`src/rtl/pcx_pkg.sv`:
```
// types, constants and codes shared by the pcx run-length palette decoder
`default_nettype none

package pcx_pkg;

	localparam int PALETTE_ENTRIES = 256;
	localparam int PAL_ADDR_BITS   = $clog2(PALETTE_ENTRIES);
	localparam int COLOR_BITS      = 24;
	localparam int CHAN_BITS       = 8;
	localparam int COORD_BITS      = 16;
	localparam int DIM_BITS        = 17;
	localparam int ROW_BITS        = 17;
	localparam int COUNT_BITS      = 6;
	localparam int CFG_INDEX_BITS  = 2;
	localparam int CFG_DATA_BITS   = 17;

	localparam logic [7:0] MARKER_BITS = 8'hC0;
	localparam logic [7:0] COUNT_MASK  = 8'h3F;

	localparam logic CMD_PALETTE = 1'b0;
	localparam logic CMD_DATA    = 1'b1;

	localparam logic [CFG_INDEX_BITS-1:0] REG_IMAGE_WIDTH  = 2'd0;
	localparam logic [CFG_INDEX_BITS-1:0] REG_IMAGE_HEIGHT = 2'd1;
	localparam logic [CFG_INDEX_BITS-1:0] REG_LINE_BYTES   = 2'd2;

	typedef struct packed {
		logic pal_write;
		logic load_marker;
		logic clear_pending;
		logic start_run;
		logic step;
	} pcx_cmd_t;

	typedef struct packed {
		logic is_marker;
		logic image_done;
		logic zero_run;
		logic step_last;
		logic out_free;
	} pcx_status_t;

endpackage

`default_nettype wire

```
`src/rtl/pcx_ctrl.sv`:
```
// decoder controller: item acceptance and run sequencing
`default_nettype none

module pcx_ctrl
	import pcx_pkg::*;
(
	input  wire logic        clk,
	input  wire logic        arst_n,
	input  wire logic        item_valid,
	input  wire logic        item_command,
	output logic             item_ready,
	input  wire pcx_status_t st,
	output pcx_cmd_t         cmd
);

	typedef enum logic {ST_IDLE, ST_RUN} state_t;

	state_t state_q;
	logic   accept;
	logic   data_item;

	always_comb begin
		item_ready        = (state_q == ST_IDLE);
		accept            = item_valid && item_ready;
		data_item         = accept && (item_command == CMD_DATA) && !st.image_done;
		cmd.pal_write     = accept && (item_command == CMD_PALETTE);
		cmd.load_marker   = data_item && st.is_marker;
		cmd.clear_pending = data_item && !st.is_marker && st.zero_run;
		cmd.start_run     = data_item && !st.is_marker && !st.zero_run;
		cmd.step          = (state_q == ST_RUN) && st.out_free;
	end

	always_ff @(posedge clk or negedge arst_n) begin
		if (!arst_n) begin
			state_q <= ST_IDLE;
		end else begin
			case (state_q)
				ST_IDLE: begin
					if (cmd.start_run) begin
						state_q <= ST_RUN;
					end
				end
				ST_RUN: begin
					if (cmd.step && st.step_last) begin
						state_q <= ST_IDLE;
					end
				end
				default: state_q <= ST_IDLE;
			endcase
		end
	end

	a_one_action: assert property (@(posedge clk) disable iff (!arst_n)
		$onehot0({cmd.pal_write, cmd.load_marker, cmd.clear_pending, cmd.start_run,
			cmd.step}))
		else $error("more than one datapath action in a cycle");

	a_run_enters: assert property (@(posedge clk) disable iff (!arst_n)
		cmd.start_run |=> (state_q == ST_RUN))
		else $error("run start did not enter run state");

	a_step_ends: assert property (@(posedge clk) disable iff (!arst_n)
		(cmd.step && st.step_last) |=> item_ready)
		else $error("final step did not return to idle");

endmodule

`default_nettype wire

```
`config.mk`:
```
export PLATFORM = sky130hd
export DESIGN_NAME = pcx_ctrl
export DESIGN_NICKNAME = d
export VERILOG_FILES = /design/src/rtl/pcx_pkg.sv /design/src/rtl/pcx_ctrl.sv
export SDC_FILE = /design/constraint.sdc
export NUM_CORES = 1
export LEC_CHECK = 0
export BUFFER_PORTS_ARGS = -buffer_cell sky130_fd_sc_hd__buf_2
export CELL_PAD_IN_SITES_DETAIL_PLACEMENT = 0
export CELL_PAD_IN_SITES_GLOBAL_PLACEMENT = 1
export CORE_AREA = 2 2 39 41
export CTS_CLUSTER_DIAMETER = 200
export DETAILED_ROUTE_END_ITERATION = 16
export DIE_AREA = 0 0 41 43
export PLACE_DENSITY = 0.53
export SKIP_CTS_REPAIR_TIMING = 1
export SYNTH_ARGS = -nofsm -noshare
export SYNTH_HDL_FRONTEND = slang
export SYNTH_SLANG_ARGS = --single-unit
```
`constraint.sdc`:
```
create_clock -name clk -period 1.3 [get_ports clk]
set_input_delay 0.26 -clock clk [delete_from_list [all_inputs] [get_ports clk]]
set_output_delay 0.26 -clock clk [all_outputs]
set_load 0.03 [all_outputs]
```
==> impl_summary.txt, run 1 <==
----------------------------------------------------
[Setup path]
  Reg-to-reg slack, setup ... between 200 and 250 ps
  Crit path max fanout ... 4
  Kind of end point of the critical path ... output pin
  Critical Path Start Type ... input port
  Worst setup path category ... in2out
  Arrival time at the worst endpoint ... 990 ps
  Required time reported for the critical path endpoint ... 1040 ps

[Route]
  Remaining number of nets flagged by the antenna check after routing ... 0
  Routed length per placed instance ... 8.79 um
  Detailed-routing iteration count for the pre-antenna-repair pass ... 2
  Post-DR vias/cell ... 3.14
  Count of vias placed by the detailed router ... 135
  Detailed Route Iter0 Violations ... 1
  Post-detailed-routing wire length ... 378 um
  DRC violation count after routing ... 0

[Global routing]
  Met1 track utilization from global routing ... 7.01%
  Wire length of the first global-routing pass ... approximately 520 um
  Grt peak-use layer ... met1
  Largest net degree at the start of global routing ... 5
  Total routing usage reported by global routing ... 4.20%
  Via count of the first global-routing pass ... 111
  Global routing usage on met2 ... 5.63%
  Total overflow reported by the global router ... 0
  Grt met3 use ... 1.05%
  Antenna violations before repair ... 0

[Die]
  Floorplan die area ... 1760 sq um
  Core Box Area ... around 1400 sq um
  Horiz. Die Dim ... 41 um
  Boundary pin count ... 15
  Floorplan row count ... 14
  Vertical extent of the die ... 43 um
  Effective utilization at floorplan ... 8.59%

[Place]
  Post-detailed-placement cell area ... 243 sq um
  Weighted congestion at the end of routability-driven global placement ... 0.594
  Detailed Place HPWL ... 370 um
  Dpl ws ... -5.65 ps
  Input/output buffers ... 14
  Placed cell count ... 43

[Timing]
  Clock skew ... 0 ps
  Final number of hold-violating endpoints ... 0
  Final critical-path share of the clock period ... between 90 and 100%
  Setup-failing EPs final ... 0
  Worst Tran Pin Value ... 196 ps
  Final setup TNS ... 0 ps
  Final setup slack of the worst path ... 53.0 ps
  Number of pins with negative max-slew slack in the final report ... 0
  Hold slack final ... ~35 ps
  Fmax achieved ... 802 MHz
  RSZ-0062 raised after global routing ... no
  Shortest clock period the worst path allows after layout ... between 1000 and 1500 ps
  Slew margin rel. ... 86.9%

[Logic synthesis]
  Netlist Area Pre-Place ... 119 sq um
  Cell count after synthesis ... 11
  #FFs+latches synth ... 1
  Distinct cell type count after synthesis ... 10
  Synth top area share ... 23.2%
  Post-synthesis net count ... 20
  Synth area leaders ... nand4bb_4 23%, dfrtp_1 21%, o32ai_2 14%
  Syn avg cell area ... 10.8 sq um
  Cell accounting for the most synthesized area ... nand4bb_4
  Register area share after synthesis ... 21.1%
  Warning count from the yosys run ... 0

[Finish]
  Layout area overhead ... 109%
  Post-layout utilization of the core ... approximately 18%
  Largest registers in the final layout ... state_q (1)
  Area occupied by multi-input gates ... 105 sq um
  Final cell area excluding filler cells ... 249 sq um
  Fillers ... 153
  Sequential cell area in the final layout ... ~25 sq um
  Antenna Cells ... 0
  Register ranked first by flip-flop count ... state_q
  Largest register FFs ... 1
  Final instance count without filler cells ... 43
  Layout Nets ... 38
  Fraction of final layout cells with drive strength greater than 1 ... a little under nine tenths

[Power and ir drop]
  Total power draw ... roughly 0.11 mW
  Cell leakage power ... 0.120 nW
  Power Density ... 432 nW/um^2
  Worst voltage drop across the vdd grid ... 0.134 mV

[CTS]
  Clock latency of the later-clocked register in the worst-skew pair ... 0 ps
  Clock-pin slew on the worst setup and hold paths ... 0 ps

[Outcome]
  Outcome ... finished, final reports clean

[Hold path]
  Hold Crit Class ... in2async

[Run]
  Max_cap viols ... 0

----------------------------------------------------
[layout make-up]
class / count / area share (%)
Sequential cell: 1 / 10.1
Inverter: 2 / 3.02
Multi-Input combinational cell: 8 / 42.2
Timing Repair Buffer: 16 / 36.7
Tap cell: 16 / 8.04
[worst paths after layout]
kind,start,end,cells after the start
setup reg to reg,state_q,state_q,3
setup / recovery,st[3],cmd[2],4
min in group clk,st[2],state_q,2
max in group asynchronous,arst_n,state_q,1
hold reg to reg,state_q,state_q,3
hold / removal,arst_n,state_q,1
[synth_stat cells]
master     number
and2_2          1
dfrtp_1         1
o32ai_2         1
and2_1          1
nand4bb_4       1
nor3b_1         1
nor3_1          1
nor3b_2         1
inv_1           2
nor2_1          1
[per-layer routing]
| layer | share of wire, % | vias up |
|---|---|---|
| met1 | 54 | 49 |
| met5 | 0 | - |
| met3 | 21 | 0 |
| met2 | 25 | 15 |
| li1 | - | 71 |
| met4 | 0 | 0 |
[critical path: stages]
cell       delay (ps)
buf_2             100
nand4bb_4         260
nor3b_4           220
buf_6             150
[logic make-up (layout without fill, tap and decap cells)]
| kind of cell | count (synthesis) | count (layout) | synth area share (%) |
|---|---|---|---|
| flops | 1 | 1 | 21.0 |
| buf+inv | 2 | 18 | 6.32 |
| compound gates | 1 | 1 | 13.7 |
| simple gates | 7 | 7 | 58.9 |
[power breakdown]
part,switching (mW),internal [mW]
Combinational,0.0394,0.0330
Clock,0,0
Sequential,0.00110,0.0341
[layout by cell type, fill, tap and decap left out, drive strengths merged]
master   count
nor3b        2
nor3         1
inv          2
nor2         1
nand4bb      1
dfrtp        1
and2         2
buf         16
o32ai        1
(Power assumes the default switching activity.)
==> run 2: changes to the inputs <==
GPL_TIMING_DRIVEN = 0   (was not set)
==> impl_summary.txt, run 2 (same netlist as run 1, synthesis figures left out) <==
----------------------------------------------------
[Outcome]
  Outcome ... finished, final reports clean (unchanged)

[Place]
  Detailed Place HPWL ... 366 um (was 370 um)
  Weighted congestion at the end of routability-driven global placement ... 0.620 (was 0.594)
  Input/output buffers ... 14 (unchanged)
  Dpl ws ... -72.2 ps (was -5.65 ps)

[Setup path]
  Worst setup path category ... reg2out (was in2out)
  Worst R2R Path Depth ... 3 (unchanged)
  Critical Path Start Type ... flip-flop (was input port)
  Arrival time at the worst endpoint ... 1000 ps (was 990 ps)
  Required time reported for the critical path endpoint ... 1040 ps (about the same)
  Kind of end point of the critical path ... output pin (unchanged)
  Crit path max fanout ... 4 (unchanged)

[Route]
  DRC violation count after routing ... 0 (unchanged)
  Detailed Route Iter0 Violations ... 11 (was 1)
  Routed length per placed instance ... 9.31 um (was 8.79 um)
  Post-DR vias/cell ... 3.29 (was 3.14)
  Detailed-routing iteration count for the pre-antenna-repair pass ... 2 (unchanged)
  Post-detailed-routing wire length ... 391 um (was 378 um)
  Remaining number of nets flagged by the antenna check after routing ... 0 (unchanged)
  Count of vias placed by the detailed router ... 138 (was 135)

[Finish]
  Most common cell after layout, fill and taps aside ... buf_2 (unchanged)
  Largest registers in the final layout ... state_q (1) (unchanged)
  Fraction of final layout cells with drive strength greater than 1 ... 84.6% (was 85.2%)
  Sequential cell area in the final layout ... 25.0 sq um (unchanged)
  Area occupied by multi-input gates ... 105 sq um (unchanged)
  Largest register FFs ... 1 (unchanged)
  Layout Nets ... 37 (was 38)
  Register ranked first by flip-flop count ... state_q (unchanged)
  Antenna Cells ... 0 (unchanged)
  Fillers ... 151 (was 153)
  Commonest cells after routing, fill and taps aside ... 13 x buf_2, 2 x inv_1 (was 13 x buf_2, 2 x inv_1, 2 x buf_4)
  Layout area overhead ... 103% (was 109%)

[Power and ir drop]
  Worst voltage drop across the vdd grid ... 0.157 mV (was 0.134 mV)
  Cell leakage power ... 0.115 nW (was 0.120 nW)
  Power Density ... 432 nW/um^2 (about the same)

[Die]
  Floorplan row count ... 14 (unchanged)
  Effective utilization at floorplan ... 8.59% (unchanged)
  Floorplan die area ... 1760 sq um (unchanged)
  Vertical extent of the die ... 43 um (unchanged)
  Horiz. Die Dim ... 41 um (unchanged)
  Core Box Area ... 1380 sq um (unchanged)
  Boundary pin count ... 15 (unchanged)

[Global routing]
  Antenna violations before repair ... 0 (unchanged)
  Largest net degree at the start of global routing ... 5 (unchanged)
  Total routing usage reported by global routing ... 4.21% (was 4.20%)
  Via count of the first global-routing pass ... 132 (was 111)
  Total overflow reported by the global router ... 0 (unchanged)
  Wire length of the first global-routing pass ... 545 um (was 517 um)

[Timing]
  Shortest clock period the worst path allows after layout ... 1260 ps (was 1250 ps)
  Number of pins with negative max-slew slack in the final report ... 0 (unchanged)
  RSZ-0062 raised after global routing ... no (unchanged)
  Final setup slack of the worst path ... 39.9 ps (was 53.0 ps)
  Final critical-path share of the clock period ... 96.9% (was 95.9%)
  Clock skew ... 0 ps (unchanged)
  Final setup TNS ... 0 ps (unchanged)
  Worst Tran Pin Value ... 176 ps (was 196 ps)
  Final number of hold-violating endpoints ... 0 (unchanged)
  Fmax achieved ... 794 MHz (was 802 MHz)
  Setup-failing EPs final ... 0 (unchanged)
  Slew margin rel. ... 88.3% (was 86.9%)

[CTS]
  Clock latency of the later-clocked register in the worst-skew pair ... 0 ps (about the same)
  Clock-pin slew on the worst setup and hold paths ... 0 ps (about the same)

[Hold path]
  Hold Crit Class ... in2async (unchanged)

[Run]
  Max_cap viols ... 0 (unchanged)

----------------------------------------------------
==> run 2: cell types whose count changed in the layout (fill, tap and decap cells not counted) <==
cell,delta
buf_4,-1
==> run 2: where the power goes <==
part	total (mW)	switching, mW	internal (mW)
Sequential	0.0368	0.00274	0.0341
Combinational	0.0674	0.0374	0.0301
Clock	0	0	0
==> run 2: cell type report <==
class / count / share of cell area, %
Tap cell: 16 / 8.29
Inverter: 2 / 3.11
Multi-Input combinational cell: 8 / 43.5
Timing Repair Buffer: 15 / 34.7
Sequential cell: 1 / 10.4
==> run 2: through the flow <==
step	power, mW	instances	hold slack (ps)	cell area [sq um]	utilization, %
2_1_floorplan	0.0734	11	-35.6	138	-
3_3_place_gp	0.102	41	35.8	228	16.5
3_5_place_dp	0.102	41	36.8	228	16.5
4_1_cts	0.102	41	37.1	228	16.5
5_1_grt	0.109	42	43.6	241	17.5
6_report	0.104	42	36.0	241	17.5
==> run 2: worst max-delay path, stage by stage, from the launching register on <==
cell and delay (ps):
dfrtp_1 390, nand4bb_4 250, nor3b_4 200, buf_6 150
==> run 2: final timing paths <==
path,start,endpoint,slack (ps)
setup reg to reg,state_q,state_q,210
hold reg to reg,state_q,state_q,600
max in group asynchronous,arst_n,state_q,1180
setup / recovery,state_q,cmd[2],40
min in group clk,st[2],state_q,520
hold / removal,arst_n,state_q,40
==> run 2: layer usage <==
layer  vias up  track usage, %  share of wire, %
li1         69               -                 -
met1        54            8.01                55
met2        15            5.00                25
met3         0           0.524                20
met4         0               0                 0
met5         -               0                 0
==> run 3: changes to the inputs <==
==> constraint.sdc (replaced) <==
create_clock -name clk -period 1.3 [get_ports clk]
set_input_delay 0.13 -clock clk [delete_from_list [all_inputs] [get_ports clk]]
set_output_delay 0.13 -clock clk [all_outputs]
set_load 0.03 [all_outputs]
==> impl_summary.txt, run 3 (same netlist as run 1, synthesis figures left out) <==
----------------------------------------------------
[Outcome]
  Outcome ... finished, final reports clean (unchanged)

[Setup path]
  Arrival time at the worst endpoint ... 1060 ps (was 1000 ps)
  Critical Path Start Type ... flip-flop (unchanged)
  Startpoint of the most critical register-to-register path ... state_q (unchanged)
  Crit path max fanout ... 4 (unchanged)
  Worst reg2reg endpoint ... state_q (unchanged)
  Required time reported for the critical path endpoint ... 1170 ps (was 1040 ps)
  Reg-to-reg slack, setup ... 320 ps (was 210 ps)
  Worst setup path category ... reg2out (unchanged)
  Worst R2R Path Depth ... 2 (was 3)
  Kind of end point of the critical path ... output pin (unchanged)

[Timing]
  Clock skew ... 0 ps (unchanged)
  RSZ-0062 raised after global routing ... no (unchanged)
  Shortest clock period the worst path allows after layout ... 1190 ps (was 1260 ps)
  Final setup TNS ... 0 ps (unchanged)
  Final critical-path share of the clock period ... 91.2% (was 96.9%)
  Final number of hold-violating endpoints ... 0 (unchanged)
  Worst Tran Pin Value ... 189 ps (was 176 ps)
  Number of pins with negative max-slew slack in the final report ... 0 (unchanged)
  Fmax achieved ... 843 MHz (was 794 MHz)
  Slew margin rel. ... 87.4% (was 88.3%)
  Final setup slack of the worst path ... 114 ps (was 39.9 ps)
  Setup-failing EPs final ... 0 (unchanged)

[Finish]
  Most common cell after layout, fill and taps aside ... buf_2 (unchanged)
  Fillers ... 153 (was 151)
  Fraction of final layout cells with drive strength greater than 1 ... 73.1% (was 84.6%)
  Largest registers in the final layout ... state_q (1) (unchanged)
  Layout Nets ... 37 (unchanged)
  Largest register FFs ... 1 (unchanged)
  Antenna Cells ... 0 (unchanged)
  Final cell area excluding filler cells ... 224 sq um (was 241 sq um)
  Commonest cells after routing, fill and taps aside ... 14 x buf_2, 2 x inv_1 (was 13 x buf_2, 2 x inv_1)
  Layout area overhead ... 88.4% (was 103%)
  Register ranked first by flip-flop count ... state_q (unchanged)

[Global routing]
  Largest net degree at the start of global routing ... 5 (unchanged)
  Total routing usage reported by global routing ... 3.31% (was 4.21%)
  Antenna violations before repair ... 0 (unchanged)
  Wire length of the first global-routing pass ... 414 um (was 545 um)
  Total overflow reported by the global router ... 0 (unchanged)
  Via count of the first global-routing pass ... 87 (was 132)

[Route]
  Remaining number of nets flagged by the antenna check after routing ... 0 (unchanged)
  Detailed Route Iter0 Violations ... 0 (was 11)
  DRC violation count after routing ... 0 (unchanged)
  Count of vias placed by the detailed router ... 138 (unchanged)
  Routed length per placed instance ... 8.50 um (was 9.31 um)
  Detailed-routing iteration count for the pre-antenna-repair pass ... 1 (was 2)
  Post-detailed-routing wire length ... 357 um (was 391 um)
  Post-DR vias/cell ... 3.29 (unchanged)

[Place]
  Input/output buffers ... 14 (unchanged)
  Dpl ws ... 105 ps (was -72.2 ps)
  Post-detailed-placement cell area ... 214 sq um (was 228 sq um)
  Weighted congestion at the end of routability-driven global placement ... 0.591 (was 0.620)

[Power and ir drop]
  Share of total power in the clock network ... 0% (about the same)
  Proportion of power drawn by combinational gates ... 63.4% (was 64.7%)
  Switching power of the nets ... 0.0381 mW (was 0.0401 mW)
  Total power draw ... 0.100 mW (was 0.104 mW)
  Portion of total power attributed to sequential cells ... 36.6% (was 35.3%)
  Cell leakage power ... 0.108 nW (was 0.115 nW)
  Cell-internal power ... 0.0621 mW (was 0.0641 mW)
  Power Density ... 447 nW/um^2 (was 432 nW/um^2)
  Switching power share of the total ... 38.0% (was 38.5%)
  Worst voltage drop across the vdd grid ... 0.139 mV (was 0.157 mV)

[Run]
  Max_cap viols ... 0 (unchanged)

[CTS]
  Clock latency of the later-clocked register in the worst-skew pair ... 0 ps (about the same)
  Clock-pin slew on the worst setup and hold paths ... 0 ps (about the same)

[Hold path]
  Startpoint of the worst hold path ... st[2]
  Hold Crit Class ... in2reg (was in2async)
  Worst hold path endpoint ... state_q
  Worst hold path cell count ... 2

[Die]
  Core Box Area ... 1380 sq um (unchanged)
  Boundary pin count ... 15 (unchanged)
  Vertical extent of the die ... 43 um (unchanged)
  Horiz. Die Dim ... 41 um (unchanged)
  Floorplan row count ... 14 (unchanged)
  Floorplan die area ... 1760 sq um (unchanged)
  Effective utilization at floorplan ... 8.59% (unchanged)

----------------------------------------------------
[run 3: metrics by stage]
step | hold slack, ps | utilization (%) | cells
after floorplan | -166 | - | 11
after global placement | -93.7 | 15.5 | 41
after detailed placement | -91.8 | 15.5 | 41
after CTS | -91.6 | 15.5 | 41
after global routing | 397 | 16.2 | 42
final | 388 | 16.2 | 42
[run 3: area by class of cell]
| class | instances | area (sq um) | share of cell area, % |
|---|---|---|---|
| inverters | 2 | 7.51 | 3.35 |
| multi-input cells | 8 | 91.3 | 40.8 |
| flip-flops and latches | 1 | 25.0 | 11.2 |
| well taps | 16 | 20.0 | 8.94 |
| repair buffers | 15 | 80.1 | 35.8 |
[run 3: power by group through the flow]
stage,Sequential [mW],Combinational [mW],Clock [mW]
6_report,0.0367,0.0635,0
5_1_grt,0.0371,0.0675,0
4_1_cts,0.0366,0.0617,0
3_5_place_dp,0.0365,0.0615,0
3_3_place_gp,0.0367,0.0614,0
2_1_floorplan,0.0358,0.0344,0
[run 3: worst max-delay path: stages (launching register included)]
cell and delay, ps:
dfrtp_1 390, nand4bb_4 270, nor3b_2 180, buf_2 210
[run 3: worst max-delay path by stage]
stage	startpoint	endpoint
floorplan	state_q	cmd[4]
global placement	state_q	cmd[2]
detailed placement	state_q	cmd[2]
CTS	state_q	cmd[2]
global route	state_q	cmd[2]
finish	state_q	cmd[2]
[run 3: metal layers]
layer	vias up	GRT usage [%]	part of all wire [%]
met2	15	2.50	21
met3	0	1.05	23
met5	-	0	0
li1	72	-	-
met4	0	0	0
met1	51	7.37	56
